**config.mk**
```make
export PLATFORM = sky130hd
export DESIGN_NAME = hevc_nal_header_parser
export DESIGN_NICKNAME = d
export VERILOG_FILES = /design/src/hnp_pkg.sv /design/src/hnp_front.sv /design/src/hnp_queue.sv /design/src/hnp_back.sv /design/src/hevc_nal_header_parser.sv
export SDC_FILE = /design/constraint.sdc
export NUM_CORES = 1
export LEC_CHECK = 0
export BUFFER_PORTS_ARGS = -buffer_cell sky130_fd_sc_hd__buf_2
export CORE_MARGIN = 2
export CORE_UTILIZATION = 33
export CTS_CLUSTER_SIZE = 40
export DETAILED_ROUTE_END_ITERATION = 10
export PLACE_DENSITY_LB_ADDON = 0.3
export SKIP_LAST_GASP = 1
export SLEW_MARGIN = 20
export SYNTH_ARGS = -nofsm -noshare
export SYNTH_HDL_FRONTEND = slang
export SYNTH_SLANG_ARGS = --single-unit
```
**constraint.sdc**
```tcl
create_clock -name clk -period 7.2 [get_ports clk]
set_input_delay 0.36 -clock clk [delete_from_list [all_inputs] [get_ports clk]]
set_output_delay 0.36 -clock clk [all_outputs]
set_load 0.1 [all_outputs]
```
**src/hnp_pkg.sv**
```systemverilog
// ----------------------------------------------------------------------------
// hnp_pkg
// Shared types, syntax positions and the field width table for the HEVC NAL
// header parser.
// ----------------------------------------------------------------------------
package hnp_pkg;

  localparam int MAX_SUB_LAYERS_DEF = 8;
  localparam int QUEUE_DEPTH = 4;
  localparam int POS_W = 7;

  localparam logic [POS_W-1:0] POS_NUT            = 7'd1;
  localparam logic [POS_W-1:0] POS_TID            = 7'd3;
  localparam logic [POS_W-1:0] POS_VPS_ID         = 7'd4;
  localparam logic [POS_W-1:0] POS_VPS_RES16      = 7'd9;
  localparam logic [POS_W-1:0] POS_SPS_VPS_ID     = 7'd10;
  localparam logic [POS_W-1:0] POS_SPS_MAX_SUB    = 7'd11;
  localparam logic [POS_W-1:0] POS_GEN_COMPAT     = 7'd16;
  localparam logic [POS_W-1:0] POS_GEN_LEVEL      = 7'd23;
  localparam logic [POS_W-1:0] POS_SUB_PROF_PRES  = 7'd24;
  localparam logic [POS_W-1:0] POS_SUB_LEVEL_PRES = 7'd25;
  localparam logic [POS_W-1:0] POS_SUB_RESERVED   = 7'd26;
  localparam logic [POS_W-1:0] POS_SUB_PROFILE    = 7'd27;
  localparam logic [POS_W-1:0] POS_SUB_COMPAT     = 7'd30;
  localparam logic [POS_W-1:0] POS_SUB_RES12      = 7'd36;
  localparam logic [POS_W-1:0] POS_SUB_LEVEL      = 7'd37;
  localparam logic [POS_W-1:0] POS_SPS_ID         = 7'd38;
  localparam logic [POS_W-1:0] POS_CHROMA         = 7'd39;
  localparam logic [POS_W-1:0] POS_SEP_PLANE      = 7'd40;
  localparam logic [POS_W-1:0] POS_PIC_WIDTH      = 7'd41;
  localparam logic [POS_W-1:0] POS_PIC_HEIGHT     = 7'd42;
  localparam logic [POS_W-1:0] POS_PPS_ID         = 7'd43;
  localparam logic [POS_W-1:0] POS_PPS_CABAC      = 7'd49;
  localparam logic [POS_W-1:0] POS_SLICE_FIRST    = 7'd50;
  localparam logic [POS_W-1:0] POS_NO_OUTPUT      = 7'd51;
  localparam logic [POS_W-1:0] POS_SLICE_PPS      = 7'd52;
  localparam logic [POS_W-1:0] POS_END            = 7'd53;
  localparam logic [POS_W-1:0] POS_DONE           = 7'd64;

  localparam logic [5:0] ID_STATUS = 6'd53;
  localparam logic [5:0] NUT_VPS   = 6'd32;
  localparam logic [5:0] NUT_SPS   = 6'd33;
  localparam logic [5:0] NUT_PPS   = 6'd34;
  localparam logic [5:0] NUT_EOS   = 6'd36;
  localparam logic [5:0] NUT_EOB   = 6'd37;

  localparam logic [1:0] ST_OK          = 2'd0;
  localparam logic [1:0] ST_TOO_SHORT   = 2'd1;
  localparam logic [1:0] ST_EG_OVERFLOW = 2'd2;

  localparam logic [5:0] WIDTH_UE = 6'd0;

  typedef struct packed {
    logic [7:0] data_byte;
    logic       keep;
    logic       last;
    logic       head;
  } q_entry_t;

  typedef struct packed {
    logic [5:0]  id;
    logic [31:0] value;
    logic [2:0]  sub;
    logic [4:0]  fidx;
    logic [1:0]  status;
  } result_t;

  function automatic logic [5:0] field_width(input logic [POS_W-1:0] pos);
    logic [5:0] w;
    begin
      unique case (pos)
        7'd0: w = 6'd1;
        7'd1: w = 6'd6;
        7'd2: w = 6'd6;
        7'd3: w = 6'd3;
        7'd4: w = 6'd4;
        7'd5: w = 6'd2;
        7'd6: w = 6'd6;
        7'd7: w = 6'd3;
        7'd8: w = 6'd1;
        7'd9: w = 6'd16;
        7'd10: w = 6'd4;
        7'd11: w = 6'd3;
        7'd12: w = 6'd1;
        7'd13, 7'd27: w = 6'd2;
        7'd14, 7'd28: w = 6'd1;
        7'd15, 7'd29: w = 6'd5;
        7'd16, 7'd30: w = 6'd32;
        7'd17, 7'd31: w = 6'd1;
        7'd18, 7'd32: w = 6'd1;
        7'd19, 7'd33: w = 6'd1;
        7'd20, 7'd34: w = 6'd1;
        7'd21, 7'd35: w = 6'd32;
        7'd22, 7'd36: w = 6'd12;
        7'd23, 7'd37: w = 6'd8;
        7'd24: w = 6'd1;
        7'd25: w = 6'd1;
        7'd26: w = 6'd2;
        7'd40: w = 6'd1;
        7'd45: w = 6'd1;
        7'd46: w = 6'd1;
        7'd47: w = 6'd3;
        7'd48: w = 6'd1;
        7'd49: w = 6'd1;
        7'd50: w = 6'd1;
        7'd51: w = 6'd1;
        default: w = WIDTH_UE;
      endcase
      return w;
    end
  endfunction

endpackage

```
**src/hnp_front.sv**
```systemverilog
// ----------------------------------------------------------------------------
// hnp_front
// Takes raw NAL bytes, tracks the byte position and marks emulation
// prevention bytes, and queues each byte with its classification.
// ----------------------------------------------------------------------------
module hnp_front (
  input  logic               clk,
  input  logic               rst,
  input  logic               byte_valid,
  output logic               byte_stall,
  input  logic [7:0]         data_byte,
  input  logic               unit_end,
  input  logic               queue_full,
  output logic               push,
  output hnp_pkg::q_entry_t  push_entry
);

  logic [2:0] byte_count;
  logic [2:0] byte_count_next;
  logic [1:0] zero_run;
  logic [1:0] zero_run_next;
  logic       in_payload;
  logic       keep;

  assign byte_stall = queue_full;
  assign push = byte_valid && !queue_full;
  assign in_payload = (byte_count >= 3'd2);

  always_comb begin
    keep = 1'b1;
    zero_run_next = zero_run;
    byte_count_next = byte_count;
    if (in_payload) begin
      if (zero_run == 2'd2 && data_byte == 8'd3) begin
        keep = 1'b0;
        zero_run_next = 2'd0;
      end else if (data_byte == 8'd0) begin
        if (zero_run != 2'd2) begin
          zero_run_next = 2'(zero_run + 2'd1);
        end
      end else begin
        zero_run_next = 2'd0;
      end
    end
    if (byte_count != 3'd7) begin
      byte_count_next = 3'(byte_count + 3'd1);
    end
    if (unit_end) begin
      byte_count_next = 3'd0;
      zero_run_next = 2'd0;
    end
  end

  always_ff @(posedge clk) begin
    if (rst) begin
      byte_count <= 3'd0;
      zero_run <= 2'd0;
    end else if (push) begin
      byte_count <= byte_count_next;
      zero_run <= zero_run_next;
    end
  end

  assign push_entry.data_byte = data_byte;
  assign push_entry.keep = keep;
  assign push_entry.last = unit_end;
  assign push_entry.head = !in_payload;

endmodule

```
**src/hnp_queue.sv**
```systemverilog
// ----------------------------------------------------------------------------
// hnp_queue
// Small register queue of classified bytes between front and back.
// ----------------------------------------------------------------------------
module hnp_queue #(
  parameter int DEPTH = hnp_pkg::QUEUE_DEPTH
) (
  input  logic               clk,
  input  logic               rst,
  input  logic               push,
  input  hnp_pkg::q_entry_t  push_entry,
  output logic               full,
  input  logic               pop,
  output logic               not_empty,
  output hnp_pkg::q_entry_t  head_entry
);

  localparam int PW = (DEPTH > 1) ? $clog2(DEPTH) : 1;
  localparam int CW = $clog2(DEPTH + 1);

  hnp_pkg::q_entry_t slots [DEPTH];
  logic [PW-1:0] wptr;
  logic [PW-1:0] rptr;
  logic [CW-1:0] count;

  assign full = (count == CW'(DEPTH));
  assign not_empty = (count != '0);
  assign head_entry = slots[rptr];

  always_ff @(posedge clk) begin
    if (push) begin
      slots[wptr] <= push_entry;
    end
  end

  always_ff @(posedge clk) begin
    if (rst) begin
      wptr <= '0;
      rptr <= '0;
      count <= '0;
    end else begin
      if (push) begin
        wptr <= (wptr == PW'(DEPTH - 1)) ? '0 : PW'(wptr + 1'b1);
      end
      if (pop) begin
        rptr <= (rptr == PW'(DEPTH - 1)) ? '0 : PW'(rptr + 1'b1);
      end
      if (push && !pop) begin
        count <= CW'(count + 1'b1);
      end else if (pop && !push) begin
        count <= CW'(count - 1'b1);
      end
    end
  end

endmodule

```
**src/hnp_back.sv**
```systemverilog
// ----------------------------------------------------------------------------
// hnp_back
// Bit-serial syntax walker: one payload bit per cycle while no stalled result
// holds it, one result at most per cycle, with a hold register that settles
// the last-result mark.
module hnp_back #(
  parameter int MAX_SUB_LAYERS = hnp_pkg::MAX_SUB_LAYERS_DEF
) (
  input  logic               clk,
  input  logic               rst,
  input  logic               ent_valid,
  input  hnp_pkg::q_entry_t  ent,
  output logic               pop,
  output logic               element_valid,
  input  logic               element_stall,
  output logic [5:0]         element_id,
  output logic [31:0]        element_value,
  output logic [2:0]         sub_layer,
  output logic [4:0]         flag_index,
  output logic [1:0]         status,
  output logic               run_last
);

  localparam int LIW = $clog2(MAX_SUB_LAYERS + 1);
  localparam int FIW = (MAX_SUB_LAYERS > 1) ? $clog2(MAX_SUB_LAYERS) : 1;
  localparam int PW = hnp_pkg::POS_W;

  logic [PW-1:0]             pos, pos_next;
  logic [5:0]                unit_type, unit_type_next;
  logic [31:0]               acc, acc_next;
  logic [5:0]                gath, gath_next;
  logic [5:0]                lzc, lzc_next;
  logic [2:0]                slc, slc_next;
  logic [LIW-1:0]            li, li_next;
  logic [MAX_SUB_LAYERS-1:0] prof, prof_next;
  logic [MAX_SUB_LAYERS-1:0] lev, lev_next;
  logic [1:0]                chroma, chroma_next;
  logic [2:0]                bitcnt;
  logic                      bits_done;

  logic                      hold_valid;
  logic                      hold_final;
  hnp_pkg::result_t          hold;

  logic                      out_free;
  logic                      step_go;
  logic                      is_end;
  logic                      cur_bit;
  logic                      produce;
  hnp_pkg::result_t          res;
  logic                      hold_out;
  logic                      do_c;
  logic [31:0]               cv;
  logic [31:0]               acc_sh;
  logic [5:0]                gath_inc;
  logic [5:0]                w;
  logic [2:0]                sub;
  logic [FIW-1:0]            li_idx;
  logic [LIW:0]              start;
  logic [LIW:0]              li_inc;
  logic                      found;
  logic [LIW-1:0]            sel;
  logic [PW-1:0]             search_pos;

  assign out_free = !element_valid || !element_stall;
  assign step_go = ent_valid && (!hold_valid || out_free);
  assign is_end = bits_done || !ent.keep || (pos >= hnp_pkg::POS_END);
  assign cur_bit = ent.data_byte[bitcnt];
  assign pop = step_go && (is_end || (bitcnt == 3'd0 && !ent.last));
  assign hold_out = hold_valid && out_free && (hold_final || produce);

  assign w = hnp_pkg::field_width(pos);
  assign sub = (pos >= hnp_pkg::POS_SUB_PROF_PRES && pos <= hnp_pkg::POS_SUB_LEVEL) ?
               3'(li) : 3'd7;
  assign li_idx = li[FIW-1:0];
  assign acc_sh = {acc[30:0], cur_bit};
  assign gath_inc = 6'(gath + 6'd1);
  assign li_inc = (LIW + 1)'(li) + 1'b1;
  assign start = (pos == hnp_pkg::POS_SUB_RESERVED) ? '0 : li_inc;

  always_comb begin
    found = 1'b0;
    sel = '0;
    for (int j = 0; j < MAX_SUB_LAYERS; j++) begin
      if (!found && j >= start && j < slc && (prof[j] || lev[j])) begin
        found = 1'b1;
        sel = LIW'(j);
      end
    end
    if (!found) begin
      search_pos = hnp_pkg::POS_SPS_ID;
    end else if (prof[sel[FIW-1:0]]) begin
      search_pos = hnp_pkg::POS_SUB_PROFILE;
    end else begin
      search_pos = hnp_pkg::POS_SUB_LEVEL;
    end
  end

  always_comb begin
    pos_next = pos;
    unit_type_next = unit_type;
    acc_next = acc;
    gath_next = gath;
    lzc_next = lzc;
    slc_next = slc;
    li_next = li;
    prof_next = prof;
    lev_next = lev;
    chroma_next = chroma;
    produce = 1'b0;
    res = '0;
    do_c = 1'b0;
    cv = '0;
    if (step_go && is_end) begin
      if (ent.last) begin
        if (ent.head && unit_type != hnp_pkg::NUT_EOS && unit_type != hnp_pkg::NUT_EOB) begin
          produce = 1'b1;
          res = '{hnp_pkg::ID_STATUS, 32'd0, 3'd7, 5'd0, hnp_pkg::ST_TOO_SHORT};
        end
        pos_next = '0;
        acc_next = '0;
        gath_next = '0;
        lzc_next = '0;
        li_next = '0;
      end
    end else if (step_go) begin
      if (pos == hnp_pkg::POS_GEN_COMPAT || pos == hnp_pkg::POS_SUB_COMPAT) begin
        produce = 1'b1;
        res = '{6'(pos), 32'(cur_bit), sub, gath[4:0], hnp_pkg::ST_OK};
        if (gath == 6'd31) begin
          gath_next = '0;
          pos_next = PW'(pos + 1'b1);
        end else begin
          gath_next = gath_inc;
        end
      end else if (w == hnp_pkg::WIDTH_UE) begin
        if (acc == '0) begin
          if (!cur_bit) begin
            if (lzc == 6'd31) begin
              produce = 1'b1;
              res = '{6'(pos), 32'hFFFF_FFFF, sub, 5'd0, hnp_pkg::ST_EG_OVERFLOW};
              lzc_next = '0;
              pos_next = hnp_pkg::POS_DONE;
            end else begin
              lzc_next = 6'(lzc + 6'd1);
            end
          end else if (lzc == '0) begin
            do_c = 1'b1;
          end else begin
            acc_next = 32'd1;
            gath_next = '0;
          end
        end else if (gath_inc >= lzc) begin
          do_c = 1'b1;
          cv = acc_sh - 32'd1;
          acc_next = '0;
          gath_next = '0;
          lzc_next = '0;
        end else begin
          acc_next = acc_sh;
          gath_next = gath_inc;
        end
      end else if (gath_inc >= w) begin
        do_c = 1'b1;
        cv = acc_sh;
        acc_next = '0;
        gath_next = '0;
      end else begin
        acc_next = acc_sh;
        gath_next = gath_inc;
      end
    end

    if (do_c) begin
      produce = 1'b1;
      res = '{6'(pos), cv, sub, 5'd0, hnp_pkg::ST_OK};
      pos_next = PW'(pos + 1'b1);
      case (pos)
        hnp_pkg::POS_NUT: unit_type_next = cv[5:0];
        hnp_pkg::POS_TID: begin
          if (unit_type == hnp_pkg::NUT_VPS) begin
            pos_next = hnp_pkg::POS_VPS_ID;
          end else if (unit_type == hnp_pkg::NUT_SPS) begin
            pos_next = hnp_pkg::POS_SPS_VPS_ID;
          end else if (unit_type == hnp_pkg::NUT_PPS) begin
            pos_next = hnp_pkg::POS_PPS_ID;
          end else if (unit_type <= 6'd9 || (unit_type >= 6'd16 && unit_type <= 6'd21)) begin
            pos_next = hnp_pkg::POS_SLICE_FIRST;
          end else begin
            pos_next = hnp_pkg::POS_DONE;
          end
        end
        hnp_pkg::POS_VPS_RES16, hnp_pkg::POS_PIC_HEIGHT, hnp_pkg::POS_PPS_CABAC,
        hnp_pkg::POS_SLICE_PPS: pos_next = hnp_pkg::POS_DONE;
        hnp_pkg::POS_SPS_MAX_SUB: begin
          slc_next = (cv > 32'(MAX_SUB_LAYERS - 1)) ? 3'(MAX_SUB_LAYERS - 1) : cv[2:0];
        end
        hnp_pkg::POS_GEN_LEVEL: begin
          li_next = '0;
          pos_next = (slc != 3'd0) ? hnp_pkg::POS_SUB_PROF_PRES : hnp_pkg::POS_SPS_ID;
        end
        hnp_pkg::POS_SUB_PROF_PRES: begin
          prof_next[li_idx] = cv[0];
          lev_next[li_idx] = 1'b0;
        end
        hnp_pkg::POS_SUB_LEVEL_PRES: begin
          lev_next[li_idx] = lev[li_idx] | cv[0];
          if (li_inc < (LIW + 1)'(slc)) begin
            li_next = LIW'(li_inc);
            pos_next = hnp_pkg::POS_SUB_PROF_PRES;
          end else begin
            li_next = LIW'(slc);
            pos_next = hnp_pkg::POS_SUB_RESERVED;
          end
        end
        hnp_pkg::POS_SUB_RESERVED: begin
          if (li_inc < (LIW + 1)'(MAX_SUB_LAYERS)) begin
            li_next = LIW'(li_inc);
            pos_next = hnp_pkg::POS_SUB_RESERVED;
          end else begin
            li_next = found ? sel : li;
            pos_next = search_pos;
          end
        end
        hnp_pkg::POS_SUB_RES12: begin
          if (lev[li_idx]) begin
            pos_next = hnp_pkg::POS_SUB_LEVEL;
          end else begin
            li_next = found ? sel : li;
            pos_next = search_pos;
          end
        end
        hnp_pkg::POS_SUB_LEVEL: begin
          li_next = found ? sel : li;
          pos_next = search_pos;
        end
        hnp_pkg::POS_CHROMA: begin
          chroma_next = (cv <= 32'd3) ? cv[1:0] : 2'd0;
          pos_next = (chroma_next == 2'd3) ? hnp_pkg::POS_SEP_PLANE : hnp_pkg::POS_PIC_WIDTH;
        end
        hnp_pkg::POS_SLICE_FIRST: begin
          pos_next = (unit_type >= 6'd16 && unit_type <= 6'd23) ?
                     hnp_pkg::POS_NO_OUTPUT : hnp_pkg::POS_SLICE_PPS;
        end
        default: begin
        end
      endcase
    end
  end

  always_ff @(posedge clk) begin
    if (rst) begin
      pos <= '0;
      unit_type <= '0;
      acc <= '0;
      gath <= '0;
      lzc <= '0;
      slc <= '0;
      li <= '0;
      chroma <= '0;
      bitcnt <= 3'd7;
      bits_done <= 1'b0;
      hold_valid <= 1'b0;
      hold_final <= 1'b0;
      element_valid <= 1'b0;
    end else begin
      pos <= pos_next;
      unit_type <= unit_type_next;
      acc <= acc_next;
      gath <= gath_next;
      lzc <= lzc_next;
      slc <= slc_next;
      li <= li_next;
      chroma <= chroma_next;
      if (step_go) begin
        if (is_end) begin
          bitcnt <= 3'd7;
          bits_done <= 1'b0;
        end else begin
          bitcnt <= 3'(bitcnt - 3'd1);
          if (bitcnt == 3'd0 && ent.last) begin
            bits_done <= 1'b1;
          end
        end
      end
      if (produce) begin
        hold_valid <= 1'b1;
        hold_final <= pop;
      end else if (hold_out) begin
        hold_valid <= 1'b0;
        hold_final <= 1'b0;
      end else if (pop && hold_valid) begin
        hold_final <= 1'b1;
      end
      if (hold_out) begin
        element_valid <= 1'b1;
      end else if (!element_stall) begin
        element_valid <= 1'b0;
      end
    end
  end

  always_ff @(posedge clk) begin
    prof <= prof_next;
    lev <= lev_next;
    if (produce) begin
      hold <= res;
    end
    if (hold_out) begin
      element_id <= hold.id;
      element_value <= hold.value;
      sub_layer <= hold.sub;
      flag_index <= hold.fidx;
      status <= hold.status;
      run_last <= hold_final;
    end
  end

  a_pos_legal: assert property (@(posedge clk) disable iff (rst)
    pos < hnp_pkg::POS_END || pos == hnp_pkg::POS_DONE)
    else $error("syntax position out of range");

  a_lzc_bound: assert property (@(posedge clk) disable iff (rst)
    lzc < 6'd32)
    else $error("leading zero count exceeded 31");

  a_loop_bound: assert property (@(posedge clk) disable iff (rst)
    li <= LIW'(MAX_SUB_LAYERS) && slc <= 3'(MAX_SUB_LAYERS - 1))
    else $error("sub-layer loop index out of range");

  a_unit_clear: assert property (@(posedge clk) disable iff (rst)
    (step_go && is_end && ent.last) |=> (pos == '0 && lzc == '0 && acc == '0))
    else $error("parse state not cleared at end of unit");

  a_hold_drain: assert property (@(posedge clk) disable iff (rst)
    (produce && hold_valid) |-> hold_out)
    else $error("pending result overwritten");

endmodule

```
**src/hevc_nal_header_parser.sv**
```systemverilog
// ----------------------------------------------------------------------------
// hevc_nal_header_parser
// HEVC NAL unit header and leading parameter set parser.
// ----------------------------------------------------------------------------
// Bytes of one NAL unit enter without the start code, one request per byte,
// and are queued (four deep) after emulation prevention bytes are marked.
// The syntax walker consumes one payload bit per cycle while it is not held.
// A byte that feeds the walker is popped with its last bit, but the final byte
// of a unit, or one in which the walker finishes before its last bit, is popped
// in a step of its own after the bits it feeds. Dropped bytes and bytes after
// the walker has finished are popped without feeding it. While a result waits
// behind a stalled output, the walker holds. Each result request carries one
// syntax element or status, and run_last marks the last element caused by a byte.
module hevc_nal_header_parser #(
  parameter int MAX_SUB_LAYERS = hnp_pkg::MAX_SUB_LAYERS_DEF
) (
  input  logic        clk,
  input  logic        rst,
  input  logic        byte_valid,
  output logic        byte_stall,
  input  logic [7:0]  data_byte,
  input  logic        unit_end,
  output logic        element_valid,
  input  logic        element_stall,
  output logic [5:0]  element_id,
  output logic [31:0] element_value,
  output logic [2:0]  sub_layer,
  output logic [4:0]  flag_index,
  output logic [1:0]  status,
  output logic        run_last
);

  logic              queue_full;
  logic              push;
  hnp_pkg::q_entry_t push_entry;
  logic              pop;
  logic              not_empty;
  hnp_pkg::q_entry_t head_entry;

  hnp_front u_front (
    .clk        (clk),
    .rst        (rst),
    .byte_valid (byte_valid),
    .byte_stall (byte_stall),
    .data_byte  (data_byte),
    .unit_end   (unit_end),
    .queue_full (queue_full),
    .push       (push),
    .push_entry (push_entry)
  );

  hnp_queue #(
    .DEPTH (hnp_pkg::QUEUE_DEPTH)
  ) u_queue (
    .clk        (clk),
    .rst        (rst),
    .push       (push),
    .push_entry (push_entry),
    .full       (queue_full),
    .pop        (pop),
    .not_empty  (not_empty),
    .head_entry (head_entry)
  );

  hnp_back #(
    .MAX_SUB_LAYERS (MAX_SUB_LAYERS)
  ) u_back (
    .clk           (clk),
    .rst           (rst),
    .ent_valid     (not_empty),
    .ent           (head_entry),
    .pop           (pop),
    .element_valid (element_valid),
    .element_stall (element_stall),
    .element_id    (element_id),
    .element_value (element_value),
    .sub_layer     (sub_layer),
    .flag_index    (flag_index),
    .status        (status),
    .run_last      (run_last)
  );

endmodule
```
==> results of run 1 <==
metal layers:
metal  vias up  share of wire [%]
met2       329                 45
met4         0                2.6
met5         -                  0
met1      5197                 47
met3        61                5.4
li1       5199                  -
cell type report:
cell class	instances	share of cell area (%)
Tap cell	525	4.420
Sequential cell	248	43.98
Multi-Input combinational cell	1010	41.83
Clock buffer	35	4.950
Timing Repair Buffer	80	2.980
Inverter	44	1.111
Clock inverter	15	0.7324
synth_stat cells (all sizes together) (4+ instances only):
master | n | area, µm²
nor3b | 7 | 52.55
a31oi | 17 | 106.4
a2bb2oi | 4 | 35.03
mux2 | 4 | 45.04
a21boi | 6 | 45.04
a2111oi | 5 | 43.79
o21ai | 69 | 349.1
nand2 | 144 | 548.0
xnor2 | 7 | 61.31
mux2i | 31 | 310.3
nand3b | 7 | 52.55
clkbuf | 59 | 221.5
a311oi | 4 | 52.56
a221oi | 6 | 52.55
and3 | 16 | 100.1
a22oi | 51 | 382.9
dfxtp | 91 | 1822
a21o | 10 | 75.07
a211o | 5 | 43.79
nor2 | 160 | 600.6
nor3 | 46 | 246.5
ha | 41 | 513.0
or2 | 19 | 118.9
or4 | 10 | 82.58
a21oi | 79 | 395.4
inv | 44 | 165.2
edfxtp | 157 | 4715
o211a | 5 | 50.05
o2111ai | 4 | 35.03
nand2b | 18 | 112.6
nand3 | 41 | 205.2
nor4b | 4 | 35.03
o211ai | 14 | 105.1
or3 | 24 | 150.1
and2 | 17 | 106.4
o311ai | 6 | 52.55
nand4 | 15 | 93.84
a211oi | 18 | 135.1
nor2b | 18 | 112.6
nor4 | 24 | 162.7
buf | 10 | 52.55
xor2 | 7 | 61.31
cells by family (layout without fill, tap and decap cells):
group / Yosys count / in the layout / share of synthesized area [%]
fa+ha+maj: 42 / 42 / 4.049
simple gates: 577 / 577 / 21.60
flops: 248 / 248 / 49.65
compound gates: 339 / 339 / 17.22
xor+xnor: 14 / 14 / 0.9314
mux: 38 / 38 / 3.212
buf+inv: 113 / 174 / 3.336
sequential cells by signal (all words and copies together), names as in the netlist, 4 cells and up, named ones only:
name	flops
u_back.unit_type	6
u_back.gath	6
u_back.pos	7
u_queue.slots	44
u_back.li	4
u_back.element_id	6
u_back.flag_index	5
u_back.lev	8
u_back.element_value	32
u_back.lzc	6
u_back.prof	8
u_back.hold	48
u_back.acc	32
power by group through the flow:
| stage | Combinational [mW] | Clock [mW] | Sequential (mW) |
|---|---|---|---|
| after floorplan | 1.28 | 0 | 2.59 |
| after global placement | 2.36 | 0 | 2.11 |
| after detailed placement | 2.39 | 0 | 2.11 |
| after CTS | 2.40 | 1.35 | 2.08 |
| after global routing | 2.62 | 1.39 | 2.11 |
| final | 2.41 | 1.31 | 2.08 |
worst register-to-register path, cell delays in order, from the launching register on:
cell and delay [ns]:
dfxtp_1 0.97, mux2i_1 0.32, a22oi_1 0.10, nand3_1 0.10, nand2_1 0.18, or2_2 0.46
inv_1 0.11, ha_1 0.17, nand2b_1 0.12, or2_2 0.37, o21a_1 0.19, a221oi_1 0.28
nand2_1 0.14, nor3_1 0.19, o2111ai_1 0.12, or3_1 0.43, nor4_2 0.57, a211oi_1 0.35
ha_1 0.33, or3_1 0.37, o211a_1 0.11, a32o_1 0.20
metrics by stage:
stage / setup WS, ns / util (%)
4_1_cts: 1.028 / 37.57
2_1_floorplan: 0.1938 / -
6_report: 0.9091 / 37.58
5_1_grt: 0.5296 / 37.58
3_3_place_gp: 1.253 / 35.43
3_5_place_dp: 1.080 / 35.43
worst min path at each step:
stage / slack [ns] / endpoint / start / cells past startpoint
final: 0.05 / u_queue.slots[1][8]$_DFFE_PP_ / data_byte[5] / 1
after global routing: 0.05 / u_queue.slots[1][8]$_DFFE_PP_ / data_byte[5] / 1
after CTS: 0.03 / u_queue.slots[1][8]$_DFFE_PP_ / data_byte[5] / 1
after detailed placement: 0.40 / u_back.element_id[0]$_DFFE_PP_ / u_back.hold[42]$_DFFE_PP_ / 0
after global placement: 0.40 / u_back.element_value[29]$_DFFE_PP_ / u_back.hold[39]$_DFFE_PP_ / 0
after floorplan: 0.40 / u_back.element_id[0]$_DFFE_PP_ / u_back.hold[42]$_DFFE_PP_ / 0
==> impl_metrics.ini, run 1 <==
[routing]
wl_per_cell_um = 17.75
drt-pass1-iter-count = 7
drtIter0Drc = 1085
ant_nets = 0
drt_wl_total_um = 34750
viasPerCell = 5.511
drc = 0
vias = 10790

[global_route]
grt.met3_usage_pct = 2.189
grt_use_total_pct = 16.56
use_met1_pct = 23.73
grt-ovfl-total = 0
antenna_found_initial = 0
grt-busiest-layer = met2
grt_start_max_net_pins = 74
first_global_vias = 10040
grt_pass1_wl_um = 55390
grtUsageMet2_pct = 25.98

[timing]
holdWs_ns = 0.05110
setup_viol = 0
clock_skew_ns = 0.04039
max-slew-margin-rel_pct = 30.90
finalHoldViolations = 0
drv_slew = 0
period_minus_slack_ns = 6.291
period_share_pct = 87.37
fmax_ghz = 0.1590
rsz0062_at_grt = false
setup_tns_ns = 0
worstMarginPinSlew_ns = 1.031

[setup_path]
regToRegSetupSlack_ns = 0.91
cp-end-kind = register
cp.arrival_ns = 6.74
reg2regPathDepth = 21
cp-start-kind = register
crit_type = register to register
cpMaxStageDelayCell = dfxtp_1
worst-path-stages = 21
critPathMaxStageDelay_ns = 0.97
path_cells = mux2i_1 > a22oi_1 > nand3_1 > nand2_1 > or2_2 > inv_1 > ha_1 > nand2b_1 > or2_2 > o21a_1 > a221oi_1 > nand2_1 > nor3_1 > o2111ai_1 > or3_1 > nor4_2 > a211oi_1 > ha_1 > or3_1 > o211a_1 > a32o_1
cp_max_fo = 19
worstPathRequired_ns = 7.65
cp_num_buf_inv = 1
critPathTopFamily = simple AND/OR/NAND/NOR gates

[pwr]
leakage_nw = 5.539
p_comb_share_pct = 41.6
p_clk_share_pct = 22.6
switching_share_pct = 44.24
peakVddDrop_mv = 0.2291
p_per_area_mw_per_mm2 = 390.2
net-switching-power_mw = 2.565
seqPwrFrac_pct = 35.8
power_mw = 5.799
p_int_mw = 3.234

[final_layout]
layout-drive-gt1-share_pct = 11.66
finalNonFillerCells = 1957
multi_input_area_mm2 = 0.006216
syn_to_final_growth_pct = 12.89
antennaDiodeCount = 0
seqCellArea_mm2 = 0.006536
fillers = 3940
finalInstanceArea_mm2 = 0.01486
layout_common_cells = 157 x nor2_1, 157 x edfxtp_1, 143 x nand2_1
fin_nets = 1466

[placement]
postPlaceCellArea_mm2 = 0.01401
place_congestion = 0.9052
port_buffers = 63
numPlacedInstances = 1907
post-dp-hpwl_um = 24850

[run]
maxCapViolCount = 0

[clock_tree]
cts_setup_buffers = 0
cts_resized = 0
insertion_delay_ns = 0.58
h-tree-depth = 1
clock_path_buffers = 3
cts.clk_slew.worst_paths_ns = 0.07
clkSinkCount = 248
tritoncts = built
root_buffer = clkbuf_16
cts_hold_buf = 0
cts-buffers-inserted = 27

[yosys]
yosysSeqAreaShare_pct = 49.65
yosys_warnings = 0
avgSynthCellArea_um2 = 9.603
ys.flop_type = edfxtp_1
ys_types = 76
async_reset_ff_share_pct = 0
syn_area_mm2 = 0.01317
synth_fp_nets = 1426
synth_edf_count = 157
synth_seq_cells = 248
synthCells = 1371

[die]
dieWidth_um = 203.7
rows = 73
die_area_mm2 = 0.04151
die_h_um = 203.7
start_util_pct = 33.29
io_pins = 64
core_mm2 = 0.03955

[outcome]
outcome = completed

[min_path]
hold_class = primary input to register
(Power assumes the default switching activity.)
==> inputs of run 2 (changes only) <==
--- a/config.mk
+++ b/config.mk
@@ -7,7 +7,7 @@
 export LEC_CHECK = 0
 export BUFFER_PORTS_ARGS = -buffer_cell sky130_fd_sc_hd__buf_2
 export CORE_MARGIN = 2
-export CORE_UTILIZATION = 33
+export CORE_UTILIZATION = 55
 export CTS_CLUSTER_SIZE = 40
 export DETAILED_ROUTE_END_ITERATION = 10
 export PLACE_DENSITY_LB_ADDON = 0.3
==> run 2 against run 1 <==
Effect of this change: largest cell class unchanged; combinational power is essentially flat; final cell count shrank 11%; worst setup slack lost 0.16 ns; fmax shrank 2.5%; critical path type unchanged; power grew 0.59%; sequential share of layout area grew 0.68 points; die area shrank 39%; clock skew shrank 0.023 ns; worst hold slack gained 0.012 ns; highest routed layer unchanged.
==> impl_metrics.ini, run 2 (same netlist as run 1, synthesis figures left out) <==
[clock_tree]
cts-buffers-inserted = 27
clock_path_buffers = 3
h-tree-depth = 1
root_buffer = clkbuf_16
insertion_delay_ns = 0.55
cts.clk_slew.worst_paths_ns = 0.06
clkSinkCount = 248
cts_setup_buffers = 0
cts_resized = 0
tritoncts = built
cts_hold_buf = 0

[setup_path]
cp.arrival_ns = 6.87
cp_num_buf_inv = 1
critPathTopFamily = simple AND/OR/NAND/NOR gates
cp-start-kind = register
cpMaxStageDelayCell = dfxtp_1
path_cells = mux2i_1 > a211oi_1 > nand3_1 > nand2_1 > or2_2 > inv_1 > ha_1 > nand2b_1 > or2_2 > o21a_1 > a221oi_1 > nand2_1 > nor3_1 > o2111ai_1 > or3_1 > nor4_2 > a211oi_1 > ha_1 > or3_1 > o211a_1 > a32o_1
worstPathRequired_ns = 7.62
cp-end-kind = register
crit_type = register to register
cp_max_fo = 17
critPathMaxStageDelay_ns = 0.93

[final_layout]
layout_common_cells = 157 x nor2_1, 157 x edfxtp_1, 143 x nand2_1
antennaDiodeCount = 0
syn_to_final_growth_pct = 11.17
largest_register_ffs = 48
fillers = 1929
fin_nets = 1464
top_register = u_back.hold
seqCellArea_mm2 = 0.006536
layout-drive-gt1-share_pct = 12.03
finalInstanceArea_mm2 = 0.01464
multi_input_area_mm2 = 0.006211
top_regs = u_back.hold x48, u_queue.slots x44
final_util_pct = 62.35

[routing]
drt_wl_total_um = 33300
wl_per_cell_um = 19.04
viasPerCell = 6.278
ant_nets = 0
drt-pass1-iter-count = 6
vias = 10980
drc = 0
drtIter0Drc = 1451

[die]
io_pins = 64
start_util_pct = 56.09
die_h_um = 158.7
rows = 56
dieWidth_um = 158.7
core_mm2 = 0.02347
die_area_mm2 = 0.02519

[timing]
period_share_pct = 89.58
fmax_ghz = 0.1551
setup_viol = 0
drv_slew = 0
max-slew-margin-rel_pct = 23.95
period_minus_slack_ns = 6.449
worstMarginPinSlew_ns = 1.141
holdWs_ns = 0.06309
finalHoldViolations = 0
rsz0062_at_grt = false
setup_tns_ns = 0
clock_skew_ns = 0.01788

[pwr]
p_per_area_mw_per_mm2 = 398.6
leakage_nw = 5.579
peakVddDrop_mv = 0.3209

[global_route]
grt_start_max_net_pins = 79
grt-ovfl-total = 0
grt_pass1_wl_um = 53720
grt_use_total_pct = 26.03
first_global_vias = 10050
antenna_found_initial = 0

[placement]
post-dp-hpwl_um = 23510
postPlaceCellArea_mm2 = 0.01374
port_buffers = 63
place_congestion = 0.9652

[min_path]
min_from = data_byte[7]
hold_class = primary input to register

[outcome]
outcome = completed

[run]
maxCapViolCount = 0
[run 2: changes by cell type in the layout (fill, tap and decap cells not counted), moves of 2 or more]
cell and change:
clkbuf_1 -5, buf_4 -2, bufinv_16 +2, inv_6 +3, clkinv_2 +7, clkinv_1 -3, clkinvlp_4 -3
[run 2: layout make-up]
cell class,instances,share of cell area [%]
Clock buffer,30,4.899
Clock inverter,20,1.223
Inverter,44,1.128
Multi-Input combinational cell,1010,42.44
Sequential cell,248,44.66
Tap cell,319,2.727
Timing Repair Buffer,78,2.924
[run 2: through the flow]
stage | worst slack (ns) | instances | power, mW
after floorplan | 0.1938 | 1371 | 3.872
after global placement | 1.104 | 1699 | 4.392
after detailed placement | 0.8833 | 1699 | 4.437
after CTS | 0.8433 | 1749 | 5.816
after global routing | 0.1359 | 1749 | 6.131
final | 0.7505 | 1749 | 5.833
[run 2: final timing paths]
check	cells after the start	slack, ns	end
worst max-delay path	21	0.75	register
worst min-delay path	1	0.06	u_queue.slots[2][10]$_DFFE_PP_
worst max register to register	21	0.75	register
worst min register to register	0	0.42	u_back.element_id[4]$_DFFE_PP_
[run 2: layer usage]
layer / track usage [%] / share of wire [%]
met2: 39.80 / 44
met1: 37.83 / 44
met4: 8.299 / 2.9
met3: 4.493 / 8.8
met5: 0 / 0
[run 2: report_power, final]
part	internal (mW)	total (mW)	switching, mW
Clock	0.798	1.38	0.579
Sequential	1.96	2.08	0.119
Combinational	0.532	2.38	1.85
Total	3.29	5.83	2.55
[run 2: worst reg2reg max path, stage by stage (launching register included)]
cell,delay (ns)
dfxtp_1,0.93
mux2i_1,0.30
a211oi_1,0.11
nand3_1,0.11
nand2_1,0.15
or2_2,0.43
inv_1,0.42
ha_1,0.27
nand2b_1,0.13
or2_2,0.37
o21a_1,0.19
a221oi_1,0.30
nand2_1,0.10
nor3_1,0.19
o2111ai_1,0.11
or3_1,0.41
nor4_2,0.49
a211oi_1,0.32
ha_1,0.33
or3_1,0.37
o211a_1,0.11
a32o_1,0.20
